--- config.mk ---
export PLATFORM = sky130hd
export DESIGN_NAME = sois_floor_search
export DESIGN_NICKNAME = d
export VERILOG_FILES = /design/src/rtl/sois_pkg.sv /design/src/rtl/sois_floor_search.sv
export SDC_FILE = /design/constraint.sdc
export NUM_CORES = 1
export LEC_CHECK = 0
export BUFFER_PORTS_ARGS = -buffer_cell sky130_fd_sc_hd__buf_2
export CAP_MARGIN = 20
export CORE_MARGIN = 2
export CORE_UTILIZATION = 50
export DETAILED_ROUTE_END_ITERATION = 10
export PLACE_DENSITY = 0.87
export SLEW_MARGIN = 20
export SYNTH_ARGS = -nofsm -noshare
export SYNTH_HDL_FRONTEND = slang
export SYNTH_SLANG_ARGS = --single-unit
--- constraint.sdc ---
create_clock -name i_clk -period 8.7 [get_ports i_clk]
set_input_delay 1.74 -clock i_clk [delete_from_list [all_inputs] [get_ports i_clk]]
set_output_delay 1.74 -clock i_clk [all_outputs]
set_load 0.02 [all_outputs]
--- src/rtl/sois_pkg.sv ---
// Shared constants and types of the sparse offset index engine.
package sois_pkg;

    localparam int INDEX_DEPTH_DEF = 1024;

    localparam int KEY_W    = 32;
    localparam int POS_W    = 64;
    localparam int OFFSET_W = 64;
    localparam int LEN_W    = 24;
    localparam int IVL_W    = 32;
    localparam int CMD_W    = 2;

    localparam int S_TDATA_W = 120;
    localparam int M_TDATA_W = 72;
    localparam int APB_DATA_W = 64;
    localparam int APB_ADDR_W = 4;

    typedef enum logic [CMD_W-1:0] {
        CMD_APPEND = 2'd0,
        CMD_LOOKUP = 2'd1,
        CMD_CLEAR  = 2'd2
    } t_cmd;

    // Register select on paddr[3] (registers sit 8 bytes apart).
    localparam logic REG_BASE_OFFSET    = 1'b0;
    localparam logic REG_INDEX_INTERVAL = 1'b1;

endpackage

--- src/rtl/sois_floor_search.sv ---
// Iterative binary floor search over the index entries, one probe per cycle.
module sois_floor_search
    import sois_pkg::*;
#(
    parameter int INDEX_DEPTH = INDEX_DEPTH_DEF,
    parameter int AW          = $clog2(INDEX_DEPTH),
    parameter int CW          = $clog2(INDEX_DEPTH + 1)
) (
    input  logic             i_clk,
    input  logic             i_rst_n,
    input  logic             i_start,
    input  logic [KEY_W-1:0] i_key,
    input  logic [CW-1:0]    i_count,
    output logic [AW-1:0]    o_rd_addr,
    input  logic [KEY_W-1:0] i_rd_key,
    input  logic [POS_W-1:0] i_rd_pos,
    output logic             o_done,
    output logic [POS_W-1:0] o_position
);

    typedef enum logic [3:0] {
        S_IDLE  = 4'b0001,
        S_FIRST = 4'b0010,
        S_PROBE = 4'b0100,
        S_POS   = 4'b1000
    } t_srch_state;

    t_srch_state      r_state, n_state;
    logic [KEY_W-1:0] r_key, n_key;
    logic [CW-1:0]    r_lo, n_lo;
    logic [CW-1:0]    r_len, n_len;
    logic [AW-1:0]    r_mid, n_mid;
    logic             r_done, n_done;
    logic [POS_W-1:0] r_position, n_position;

    logic [CW-1:0]    half;
    logic [CW-1:0]    step_lo;
    logic [CW-1:0]    step_len;
    logic [CW-1:0]    probe;
    logic [CW-1:0]    prev;

    always_comb begin
        n_state    = r_state;
        n_key      = r_key;
        n_lo       = r_lo;
        n_len      = r_len;
        n_mid      = r_mid;
        n_done     = 1'b0;
        n_position = r_position;
        o_rd_addr  = r_mid;
        half       = r_len >> 1;
        step_lo    = r_lo;
        step_len   = r_len;
        probe      = '0;
        prev       = '0;

        unique case (r_state)
            S_IDLE: begin
                o_rd_addr = '0;
                if (i_start) begin
                    n_key = i_key;
                    if (i_count == '0) begin
                        n_done     = 1'b1;
                        n_position = '0;
                    end else begin
                        n_len   = i_count;
                        n_state = S_FIRST;
                    end
                end
            end
            S_FIRST: begin
                // Key below the first entry: nothing to floor on.
                if (r_key < i_rd_key) begin
                    n_done     = 1'b1;
                    n_position = '0;
                    n_state    = S_IDLE;
                end else begin
                    probe     = r_len >> 1;
                    n_lo      = '0;
                    n_mid     = probe[AW-1:0];
                    o_rd_addr = probe[AW-1:0];
                    n_state   = S_PROBE;
                end
            end
            S_PROBE: begin
                // Narrow the range, then issue the next probe or the final fetch, or finish with position zero.
                if (r_key < i_rd_key) begin
                    step_lo  = r_lo;
                    step_len = half;
                end else begin
                    step_lo  = CW'(r_mid) + CW'(1);
                    step_len = r_len - half - CW'(1);
                end
                n_lo  = step_lo;
                n_len = step_len;
                probe = step_lo + (step_len >> 1);
                prev  = step_lo - CW'(1);
                if (step_len != '0) begin
                    n_mid     = probe[AW-1:0];
                    o_rd_addr = probe[AW-1:0];
                end else if (step_lo == '0) begin
                    n_done     = 1'b1;
                    n_position = '0;
                    n_state    = S_IDLE;
                end else begin
                    o_rd_addr = prev[AW-1:0];
                    n_state   = S_POS;
                end
            end
            S_POS: begin
                n_done     = 1'b1;
                n_position = i_rd_pos;
                n_state    = S_IDLE;
            end
            default: begin
                n_state = S_IDLE;
            end
        endcase
    end

    always_ff @(posedge i_clk) begin
        if (!i_rst_n) begin
            r_state <= S_IDLE;
            r_done  <= 1'b0;
        end else begin
            r_state <= n_state;
            r_done  <= n_done;
        end
        r_key      <= n_key;
        r_lo       <= n_lo;
        r_len      <= n_len;
        r_mid      <= n_mid;
        r_position <= n_position;
    end

    assign o_done     = r_done;
    assign o_position = r_position;

endmodule

==> results.txt, run 1 <==
* Syn Nets: approximately 960
- Clock root buffer: sky130_fd_sc_hd__clkbuf_16
- Dividing the detail-routed wire length by the instance count gives around 17 um.
* Launch point of the worst hold path: r_lo[10]$_SDFFCE_PN0P_
* Clk_lat worst skew: 0.42 ns
- Drt first-iter violations: roughly 500
- Setup Crit Path Kind: primary input to primary output
- The multi-input combinational cells in the finished layout cover a total of 3866 sq um.
* Number of unique standard cell types used by synthesis: 86
- In this run the critical register-to-register path is captured at o_position[56]$_SDFFCE_PN0P_.
- Registers take 3944 sq um.
- The via count of the first global-routing pass was between 6000 and 7000.
* Post-layout minimum cycle time: a little over 8 ns
- Critical path startpoint category: primary input
* End point of the worst hold path: r_lo[10]$_SDFFCE_PN0P_
* Slew @ Worst Pin: 0.8506 ns
* Area added between synthesis and finish: 23.86%
* Worst setup skew after layout: 0.01053 ns
- Along the worst hold path, the cell count comes to 2.
- In the synthesized netlist the dominant register cell turns out to be sky130_fd_sc_hd__edfxtp_1.
* Nature of the critical path endpoint: primary output
* First-pass GRT wire length: ~34 mm
- Counting every instance in the synthesized netlist gives 767.
- During I/O placement, the number of pins put on the boundary was about 220.
- The Yosys step of the flow raised 0 warnings.
- After synthesis, the share of flip-flops with an asynchronous set or reset is 0%.
* Die width: between 100 and 150 um
* Total of endpoints with negative setup slack in the final report: 0
- The post-route netlist has 29.89% of its cells at a drive strength greater than 1.
- In this run the tightest slew margin relative to its limit is between 40% and 50%.
- Mean Syn Cell Area: about 11 sq um
- In the routed design, unresolved DRC markers number 0.
* Num rows: 46
- For this design the static power due to leakage is between 4 and 5 nW.
- Number of hold-slack violations in the final timing report: 0
- Register-to-register setup slack: between 3 and 4 ns
- In this run the cell area of the synthesized design comes to just over 8000 sq um.
* Clock tree from TritonCTS: done
- Clock input transition at the sequential cells of the worst setup and hold paths: approximately 0.060 ns
- Maximum buffer depth of the clock tree: 2
- Number of clock buffers inserted by TritonCTS: 17
- Before antenna repair, the detailed router went through 6 iterations.
- The die covers approximately 17000 sq um.
- DRT Wirelength: 21.19 mm
- Routability congestion estimate: slightly above 1
* Power density over the cells: roughly 210 nW/um^2
* Total design power: 0.002115 W
- The max-slew violation count is 0.
- Static timing analysis puts the maximum clock frequency at ~120 MHz.
* Vias per Instance: 5.599
* End-of-flow core utilization: a little under two thirds
* Fill cells: around 1300
* Most common library cell in the layout ignoring fill and taps: sky130_fd_sc_hd__buf_2
- Entering global routing, the biggest net connects 65 pins.
* Cts repair resizes: 0
- Tightest Hold Check Type: register to register
* Buffers added on ports: approximately 220
* Max-capacitance violation count: 0
* Hold buffer count at CTS: 0
- Part of the Yosys area used for sequential elements: between 40 and 50%
- IR Drop Worst-Case VDD: 0.0001425 V
* Ratio of final minimum period to clock period: roughly 93%
* Initial core utilization: between 50% and 60%
- The H-tree was split into 4 levels.
- The library cells used most frequently in the layout, excluding fill and tap cells, are sky130_fd_sc_hd__buf_2 (216), sky130_fd_sc_hd__edfxtp_1 (128), sky130_fd_sc_hd__and2_1 (69), sky130_fd_sc_hd__nor2_1 (63), sky130_fd_sc_hd__inv_1 (60).
- Endpoint arrival time on the critical path: between 6 and 7 ns
- Net count, final: between 1000 and 1500
* Sink Count: about 130
- Die boundary height: about 130 um
* Via count: a little under 7000
* Final Hold Slack: 0.5997 ns
* Number of cell instances on the worst register-to-register path: 14
- Placeable core area: 15890 sq um
* Setup repair after global routing missed its margin: no
* Setup repair bufs after CTS: 0
- The count of nets left with antenna violations once routing finished came out at 0.
- Total GRT Usage: 24.81%
- After routing, the total negative slack on setup checks comes to 0 ns.
- The number of antenna diodes in the final layout is 0.
* Result of the run: completed
- The HPWL after detailed placement is ~16 mm.
- After global routing the overflow that remains totals 0.
- STA puts the critical path data required time at between 6 and 7 ns.
- Counting flops and latches in the post-synthesis netlist gives between 100 and 150.
* Number of antenna violations at the first check in global routing: 0
- Number of flops mapped to enable cells by yosys: about 130
- In this run the worst path has a maximum fanout of 6.
* Reg-to-Reg Start: r_key[30]$_DFFE_PP_
routing by layer:
metal  vias to the layer above  GRT usage, %  routed length, um
li1                       3235             -                  -
met4                         0         12.26                855
met5                         -             0                  0
met3                        68         6.867               1680
met1                      3153         28.07               8012
met2                       336         43.08              10640
worst max-delay path, stage by stage:
cell                       delay, ns
sky130_fd_sc_hd__buf_2          0.08
sky130_fd_sc_hd__inv_1          0.03
sky130_fd_sc_hd__ha_1           0.30
sky130_fd_sc_hd__nand4_1        0.17
sky130_fd_sc_hd__or4_4          0.54
sky130_fd_sc_hd__o221ai_1       0.44
sky130_fd_sc_hd__nor2_4         0.12
sky130_fd_sc_hd__a21oi_1        0.31
sky130_fd_sc_hd__inv_1          0.08
sky130_fd_sc_hd__ha_1           0.22
sky130_fd_sc_hd__inv_1          0.07
sky130_fd_sc_hd__fa_1           0.19
sky130_fd_sc_hd__inv_1          0.07
sky130_fd_sc_hd__maj3_1         0.35
sky130_fd_sc_hd__maj3_1         0.40
sky130_fd_sc_hd__nand3b_1       0.12
sky130_fd_sc_hd__a31oi_1        0.14
sky130_fd_sc_hd__o41ai_1        0.36
sky130_fd_sc_hd__xor2_1         0.15
sky130_fd_sc_hd__o211ai_1       0.24
sky130_fd_sc_hd__buf_2          0.20
synthesized netlist by cell type (5+ instances only):
cell                       count  area share [%]
sky130_fd_sc_hd__edfxtp_1    128              47
sky130_fd_sc_hd__and2_1       69             5.3
sky130_fd_sc_hd__nor2_1       63             2.9
sky130_fd_sc_hd__inv_1        60             2.8
sky130_fd_sc_hd__ha_1         50             7.7
sky130_fd_sc_hd__nand2_1      45             2.1
sky130_fd_sc_hd__a21oi_1      43             2.6
sky130_fd_sc_hd__xnor2_1      24             2.6
sky130_fd_sc_hd__o21ai_0      22             1.4
sky130_fd_sc_hd__clkbuf_1     19            0.88
sky130_fd_sc_hd__nand3_1      16            0.98
sky130_fd_sc_hd__nor3_1       16            0.98
sky130_fd_sc_hd__a211oi_1     12             1.1
sky130_fd_sc_hd__mux2i_1      10             1.2
sky130_fd_sc_hd__o21ai_1      10            0.61
sky130_fd_sc_hd__xor2_1       10             1.1
sky130_fd_sc_hd__nand4_1       9            0.69
sky130_fd_sc_hd__a31oi_1       8            0.61
sky130_fd_sc_hd__buf_2         8            0.49
sky130_fd_sc_hd__mux2_2        8             1.1
sky130_fd_sc_hd__nor4_1        8            0.61
sky130_fd_sc_hd__a21o_1        7            0.64
sky130_fd_sc_hd__and3_1        6            0.46
sky130_fd_sc_hd__nand2b_1      6            0.46
sky130_fd_sc_hd__dfxtp_1       5             1.2
sky130_fd_sc_hd__nor2b_1       5            0.38
sky130_fd_sc_hd__o211ai_1      5            0.46
worst max path at each step:
stage | startpoint | to | slack, ns | cells after the start
floorplan | i_rd_key[2] | o_rd_addr[9] | 0.89 | 22
global placement | i_rd_key[11] | o_rd_addr[8] | 0.75 | 22
CTS | i_rd_key[11] | o_rd_addr[8] | 0.65 | 22
global route | i_rd_key[11] | o_rd_addr[9] | 0.27 | 23
finish | i_rd_key[30] | o_rd_addr[8] | 0.63 | 21
detailed placement | i_rd_key[11] | o_rd_addr[8] | 0.68 | 22
cells by family after synthesis:
group,after synthesis,synth area share (%)
buffers and inverters,90,4.314
and+or+nand+nor,279,18.70
AOI/OAI and AO/OA,156,13.66
adders and majority gates,55,8.535
muxes,19,2.472
DFF,133,48.39
xor gates and xnor gates,35,3.930
registers in the layout (all words and copies together) (netlist names):
register    count
o_done          1
o_position     64
r_key          32
r_len          11
r_lo           11
r_mid          10
r_state         4
metrics by stage:
step	area (sq um)	worst slack [ns]	instances
6_report	10090	0.6298	1213
2_1_floorplan	8150	0.8873	767
3_3_place_gp	9477	0.7479	1181
3_5_place_dp	9477	0.6780	1181
4_1_cts	10090	0.6502	1213
5_1_grt	10090	0.2739	1213
final cells by class:
cell class	instances	area share [%]
flip-flops and latches	133	39.07
multi-input cells	544	38.30
repair buffers	228	11.60
clock buffers	18	4.251
well taps	216	2.677
inverters	60	2.231
clock inverters	14	1.872
report_power, final:
part | total, W | internal [W] | switching [W]
Clock | 0.000756 | 0.000461 | 0.000296
Combinational | 0.000576 | 0.000228 | 0.000348
Sequential | 0.000782 | 0.000755 | 0.0000275
No activity file was read; power rests on OpenSTA's default activity.
==> run 2: changes to the inputs <==
- PLACE_DENSITY: 0.87 -> not set
- PLACE_DENSITY_LB_ADDON: not set -> 0.05
- SETUP_SLACK_MARGIN: not set -> 0.5
==> run 2 against run 1 <==
Net effect: cell count is 0.33% higher; critical endpoint unchanged; clock power is 10% lower; non-clock buffer count is 4 higher; routed wire length is 5.8% lower; largest cell class unchanged.
==> results.txt, run 2 (synthesized netlist as in run 1, its figures left out) <==
- The core area was 15890 sq um (unchanged).
- Tightest Hold Check Type: register to register
* Area added between synthesis and finish: 23.73% (about the same)
- Endpoint arrival time on the critical path: 6.10 ns (-0.23 ns)
- The final HPWL from detailed placement came to 14.93 mm (-8.5%).
* Worst setup path start: i_rd_key[31]
* Post-detailed-route wirelength per cell: 16.40 um (-6.1%)
- On the critical path, the stage with the largest delay is an instance of sky130_fd_sc_hd__or4_4.
- The worst reg2reg path depth was 14 (unchanged).
- The wire length after detailed routing was 19.96 mm (-5.8%).
* Post-layout minimum cycle time: 7.844 ns (-0.2262 ns)
- Number of antenna violations at the first check in global routing: 0 (unchanged)
- The CTS clock-pin slew for the worst setup and hold paths is 0.06 ns (about the same).
* Worst setup skew after layout: 0.01065 ns (+0.0001153 ns)
- The final antenna-violating net count came to 0 (unchanged).
* Number of hold-slack violations in the final timing report: 0 (unchanged)
- Largest net degree at the start of global routing: 65 (unchanged)
- The headroom to the max-slew limit was 38.66% (-4.5 points).
* Total design power: 0.002030 W (-4.0%)
- The cell that appears most often on the critical path is sky130_fd_sc_hd__inv_1.
- The die outline height was 131.7 um (unchanged).
- The die area was 17340 sq um (unchanged).
- The initial core utilization is 51.31% (unchanged).
- Setup repair after global routing left no endpoint under its margin.
* Most frequent cells in the layout: sky130_fd_sc_hd__buf_2 (216), sky130_fd_sc_hd__edfxtp_1 (128), sky130_fd_sc_hd__and2_1 (69), sky130_fd_sc_hd__nor2_1 (63), sky130_fd_sc_hd__inv_1 (60)
* Number of remaining DRC errors: 0 (unchanged)
- Summed negative setup slack over all endpoints: 0 ns (unchanged)
- Via count: 6539 (-3.7%)
* Via count of the first global-routing pass: 6284 (-7.1%)
* H-tree levels: 4 (unchanged)
- The number of antenna diodes came to 0 (unchanged).
* Largest fanout on the critical path: 5 (-1)
- The number of flip-flops in the largest register was 64 (unchanged).
- IR Drop Worst-Case VDD: 0.0001649 V (+16%)
- Slew @ Worst Pin: 0.9182 ns (+0.06758 ns)
* Vias per Instance: 5.373 (-4.0%)
- First-pass GRT wire length: 32.08 mm (-5.3%)
* Ordered cell list for the critical path: buf_2, inv_1, ha_1, nand4_1, or4_4, nor3_2, o31a_2, nor2_4, a21oi_2, inv_1, ha_1, inv_1, fa_1, inv_1, maj3_1, maj3_1, nand3b_1, a31oi_1, o41ai_2, xor2_1, o211ai_1, buf_2
* Clock tree from TritonCTS: done
- The flow ran to the end, and the final reports show no timing, DRC or antenna violations.
- Register-to-register setup slack: 3.53 ns (-0.06 ns)
* Most common library cell in the layout ignoring fill and taps: sky130_fd_sc_hd__buf_2
* Maximum buffer depth of the clock tree: 2 (unchanged)
- The worst setup path is captured at a primary output.
- Die width: 131.7 um (unchanged)
* Total GRT Usage: 23.41% (-1.4 points)
- The max-slew violation count came to 0 (unchanged).
- The tree is rooted in a sky130_fd_sc_hd__clkbuf_16.
* Power density over the cells: 201.3 nW/um^2 (-3.9%)
- The number of port buffers came to 216 (unchanged).
- Critical path startpoint category: primary input
- The number of cell rows is 46 (unchanged).
* Ratio of final minimum period to clock period: 90.16% (-2.6 points)
- Net count, final: 1182 (+0.34%)
- The fraction of layout cells with a size suffix above 1 was 30.67% (+0.78 points).
- The number of iterations in the first detailed-routing pass came to 5 (-1).
* Clk_lat worst skew: 0.42 ns (about the same)
- The delay contributed by the slowest stage of the critical path is 0.53 ns (about the same).
- Number of clock buffers inserted by TritonCTS: 17 (unchanged)
- The top achievable clock speed was 127.5 MHz (+2.9%).
- The number of DRC violations after detailed-routing iteration 0 came to 399 (-22%).
* Total of endpoints with negative setup slack in the final report: 0 (unchanged)
- Max-capacitance violation count: 0 (unchanged)
- Reg-to-Reg Start: r_key[31]$_DFFE_PP_
- IO Count: 217 (unchanged)
- Required time at the worst-slack endpoint: 6.96 ns (about the same)
- Capture instance of the worst register-to-register path: o_position[21]$_SDFFCE_PN0P_
* Static Leak: 4.302 nW (-0.29%)
* Remaining Overflow, GRT: 0 (unchanged)
- Setup Crit Path Kind: primary input to primary output
* Setup crit end: o_rd_addr[8]
- The total clock sinks was 133 (unchanged).
- The final estimated routing congestion in global placement was 0.9051 (-11%).
-- run 2: what timing repair did --
| action | in CTS | in global routing |
|---|---|---|
| setup endpoints to repair | 0 | 5 |
| buffers inserted | 0 | 6 |
| hold endpoints to repair | 0 | 0 |
| hold buffers | 0 | 0 |
| gates resized for setup | 0 | 5 |
-- run 2: through the flow --
stage	setup slack (ns)	cell area, sq um	cells	hold WS [ns]	util [%]
floorplan	0.8873	8150	767	0.5570	-
global placement	0.7181	9462	1179	0.5710	59.56
detailed placement	0.6380	9462	1179	0.6216	59.56
CTS	0.6169	10020	1211	0.6362	63.05
global route	0.4949	10080	1217	0.7164	63.48
finish	0.8560	10080	1217	0.6327	63.48
-- run 2: metal layers --
layer  vias to the layer above  global-route usage, %  wire length, um  part of all wire [%]
met5                         -                      0                0                     0
met1                      3044                  29.70             8511                    43
met2                       228                  38.71             9607                    48
li1                       3245                      -                -                     -
met4                         0                  6.824              291                   1.5
met3                        22                  7.137             1549                   7.8
-- run 2: worst min-delay path by stage --
| stage | from | to | slack (ns) | cells after the start |
|---|---|---|---|---|
| floorplan | r_lo[10]$_SDFFCE_PN0P_ | r_lo[10]$_SDFFCE_PN0P_ | 0.56 | 2 |
| global placement | r_lo[10]$_SDFFCE_PN0P_ | r_lo[10]$_SDFFCE_PN0P_ | 0.57 | 2 |
| detailed placement | r_lo[10]$_SDFFCE_PN0P_ | r_lo[10]$_SDFFCE_PN0P_ | 0.62 | 2 |
| CTS | r_lo[10]$_SDFFCE_PN0P_ | r_lo[10]$_SDFFCE_PN0P_ | 0.64 | 2 |
| global route | r_lo[10]$_SDFFCE_PN0P_ | r_lo[10]$_SDFFCE_PN0P_ | 0.72 | 2 |
| finish | r_lo[10]$_SDFFCE_PN0P_ | r_lo[10]$_SDFFCE_PN0P_ | 0.63 | 2 |
-- run 2: cell type report --
type | count | area, sq um
clock buffer | 19 | 432.9
clock inverter | 13 | 121.4
fill | 1345 | 5801
inverter | 60 | 225.2
multi-input combinational | 544 | 3890
sequential | 133 | 3944
tap | 216 | 270.3
timing repair buffer | 232 | 1201
-- run 2: critical path: cells and delay by family --
kind                     cells  cell delay, ns
AND/OR/NAND/NOR              5            1.14
adder cells (fa/ha/maj)      5            1.42
buffers and inverters        6            0.54
AO/OA/AOI/OAI                5            1.16
XOR/XNOR                     1            0.13
-- run 2: power breakdown --
part	switching [W]	leakage, nW	internal [W]
Sequential	0.0000265	1.21	0.000755
Clock	0.000283	0.269	0.000397
Combinational	0.000336	2.83	0.000233
==> run 3: changes to the inputs <==
- CORE_ASPECT_RATIO: not set -> 0.6
==> run 3 against run 2 <==
Net effect: routed wire length up 6.3%; fmax down 1.9%; core utilization down 0.57 points; sequential power about the same; die area up 0.19%; non-clock buffer count down 5; power up 2.7%; via count up 1.3%; worst setup slack worse by 0.15 ns; cell count down 0.99%; first-iteration DRC count up 38%; combinational power up 4.9%; largest power group unchanged.
==> results.txt, run 3 (synthesized netlist as in run 1, its figures left out) <==
- The flow ran to the end, and the final reports show no timing, DRC or antenna violations.
* Post-layout minimum cycle time: 7.994 ns (+0.1498 ns)
- The top achievable clock speed is 125.1 MHz (-1.9%).
* Post-detailed-route wirelength per cell: 17.61 um (+7.4%)
- The worst register-to-register path begins at r_key[30]$_DFFE_PP_.
- Length of routed met2 wiring: 8.673 mm (-9.7%)
- Largest fanout on the critical path: 6 (+1)
* Final slew viol count: 0 (unchanged)
- The worst reg2reg path depth was 14 (unchanged).
- Ratio of final minimum period to clock period: 91.88% (+1.7 points)
- The peak supply drop came to 0.00009812 V (-41%).
- The met1 wire length is 10.26 mm (+21%).
- The arrival time of data at the critical path endpoint came to 6.25 ns (+0.15 ns).
- The top cell types in the final layout, fill and taps aside, are sky130_fd_sc_hd__buf_2 (215), sky130_fd_sc_hd__edfxtp_1 (128), sky130_fd_sc_hd__and2_1 (69), sky130_fd_sc_hd__nor2_1 (63), sky130_fd_sc_hd__inv_1 (60).
* Capture instance of the worst register-to-register path: o_position[59]$_SDFFCE_PN0P_
- The count of unresolved DRC violations after routing was 0 (unchanged).
* Sink Count: 133 (unchanged)
* Number of clock buffers inserted by TritonCTS: 17 (unchanged)
* Full die area: 17370 sq um (+0.19%)
- Total GRT Usage: 24.12% (+0.70 points)
- Largest net degree at the start of global routing: 65 (unchanged)
* Area of placed instances: 9445 sq um (-0.17%)
* Post-route design area: 10120 sq um (+0.32%)
* Setup repair after global routing missed its margin: no
- The number of iterations in the first detailed-routing pass is 7 (+2).
* Launch point of the worst hold path: r_lo[10]$_SDFFCE_PN0P_
* First-pass GRT wire length: 32.00 mm (-0.24%)
- The wire length after detailed routing came to 21.22 mm (+6.3%).
* Placeable core area: 16080 sq um (+1.2%)
* Worst setup path start: i_rd_key[29]
* Static Leak: 4.297 nW (-0.10%)
* Share of layout cells above drive strength 1: 31.02% (+0.35 points)
- The via count of the first global-routing pass is 5927 (-5.7%).
* Net count, final: 1177 (-0.42%)
- The count of H-tree levels built during CTS is 4 (unchanged).
- Die boundary height: 102.9 um (-22%)
* Num rows: 36 (-22%)
- Die width: 168.8 um (+28%)
- The power density normalized to cell area was 206.0 nW/um^2 (+2.4%).
- The final HPWL from detailed placement is 15.68 mm (+5.0%).
* Remaining Overflow, GRT: 0 (unchanged)
- Clock root buffer: sky130_fd_sc_hd__clkbuf_16
* Number of antenna violations at the first check in global routing: 0 (unchanged)
- The worst endpoint required time is 6.96 ns (about the same).
* Summed negative setup slack over all endpoints: 0 ns (unchanged)
- The transition at the pin with the smallest max-transition slack came to 0.9810 ns (+0.06281 ns).
* Most common library cell in the layout ignoring fill and taps: sky130_fd_sc_hd__buf_2
- The routed via count was 6622 (+1.3%).
- Register-to-register setup slack: 3.48 ns (-0.05 ns)
- The initial core utilization came to 50.68% (-0.62 points).
- Antenna-violating nets left: 0 (unchanged)
* Clk_lat worst skew: 0.43 ns (about the same)
* Clock input transition at the sequential cells of the worst setup and hold paths: 0.07 ns (about the same)
* Total inserted antenna cells: 0 (unchanged)
* Vias per Instance: 5.495 (+2.3%)
* Final Hold Slack: 0.6258 ns (-0.006941 ns)
- The wire length on met3 was 2.130 mm (+38%).
- The number of port buffers is 216 (unchanged).
- The number of flip-flops in the largest register came to 64 (unchanged).
- The count of endpoints failing setup in the final report came to 0 (unchanged).
- Critical path startpoint category: primary input
* Slew Limit Headroom: 34.47% (-4.2 points)
- The total of hold buffers inserted after clock tree synthesis is 0 (unchanged).
- The number of DRC violations after detailed-routing iteration 0 was 551 (+38%).
* Setup Crit Path Kind: primary input to primary output
* Clock tree from TritonCTS: done
* Number of hold-slack violations in the final timing report: 0 (unchanged)
- The clock skew is 0.01116 ns (+0.0005176 ns).
- Max Used Layer: met4
- Max-capacitance violation count: 0 (unchanged)
* Maximum buffer depth of the clock tree: 2 (unchanged)
* IO Count: 217 (unchanged)
* Area added between synthesis and finish: 24.13%
- Setup crit end: o_rd_addr[8]
* Routability congestion estimate: 0.9283 (+2.6%)
* Tightest Hold Check Type: register to register
* Nature of the critical path endpoint: primary output
==> run 3: changes by cell type in the layout (fill, tap and decap cells not counted), sizes merged <==
| cell | delta |
|---|---|
| inv | +3 |
| clkinvlp | +2 |
| clkbuf | -2 |
| buf | -5 |
| bufinv | -1 |
| clkinv | -2 |
==> run 3: worst max-delay path, stage by stage <==
cell and delay, ns:
sky130_fd_sc_hd__buf_2 0.07, sky130_fd_sc_hd__inv_1 0.03, sky130_fd_sc_hd__ha_1 0.29, sky130_fd_sc_hd__nand4_1 0.20
sky130_fd_sc_hd__or4_4 0.58, sky130_fd_sc_hd__nor3_4 0.25, sky130_fd_sc_hd__o31a_2 0.24, sky130_fd_sc_hd__nor2_4 0.08
sky130_fd_sc_hd__a21oi_4 0.22, sky130_fd_sc_hd__inv_1 0.06, sky130_fd_sc_hd__ha_1 0.21, sky130_fd_sc_hd__inv_1 0.07
sky130_fd_sc_hd__fa_1 0.18, sky130_fd_sc_hd__inv_1 0.07, sky130_fd_sc_hd__maj3_1 0.36, sky130_fd_sc_hd__maj3_1 0.38
sky130_fd_sc_hd__nand3b_1 0.13, sky130_fd_sc_hd__a31oi_2 0.15, sky130_fd_sc_hd__o41ai_2 0.28, sky130_fd_sc_hd__xor2_1 0.14
sky130_fd_sc_hd__o211ai_1 0.28, sky130_fd_sc_hd__buf_4 0.20
==> run 3: how the worst min path moves through the flow <==
stage                                         to  cells past startpoint
after floorplan           r_lo[10]$_SDFFCE_PN0P_                      2
after global placement    r_lo[10]$_SDFFCE_PN0P_                      2
after detailed placement  r_lo[10]$_SDFFCE_PN0P_                      2
after CTS                 r_lo[10]$_SDFFCE_PN0P_                      2
after global routing      r_lo[10]$_SDFFCE_PN0P_                      2
final                     r_lo[10]$_SDFFCE_PN0P_                      2
==> run 3: power breakdown <==
group	total, W	internal [W]	switching (W)
combinational	0.000597	0.000237	0.000360
clock	0.000705	0.000378	0.000328
sequential	0.000782	0.000755	0.0000276
total	0.00208	0.00137	0.000715
==> run 3: cell type report <==
type	count	area, sq um
clock buffer	17	425.4
clock inverter	15	137.6
fill	1335	5963
inverter	60	225.2
multi-input combinational	544	3954
sequential	133	3944
tap	209	261.5
timing repair buffer	227	1170
==> run 3: through the flow <==
| stage | total power, W | setup slack (ns) | util, % | std cells |
|---|---|---|---|---|
| final | 0.002085 | 0.7062 | 62.92 | 1205 |
| after global routing | 0.002184 | 0.4681 | 62.92 | 1205 |
| after CTS | 0.002062 | 0.5077 | 62.36 | 1205 |
| after detailed placement | 0.001354 | 0.4245 | 58.74 | 1171 |
| after global placement | 0.001349 | 0.5240 | 58.74 | 1171 |
| after floorplan | 0.001195 | 0.8873 | - | 767 |
==> run 3: per-layer routing <==
layer  track usage (%)  vias up
met5                 0        -
met4             4.576        0
met3             7.486       20
met2             32.69      285
met1             37.55     3088
li1                  -     3229
==> run 3: what timing repair did <==
item                       CTS  global route
buffers inserted             2             0
setup endpoints to repair    3             5
gates resized for setup      1            15
pin swaps                    1             2
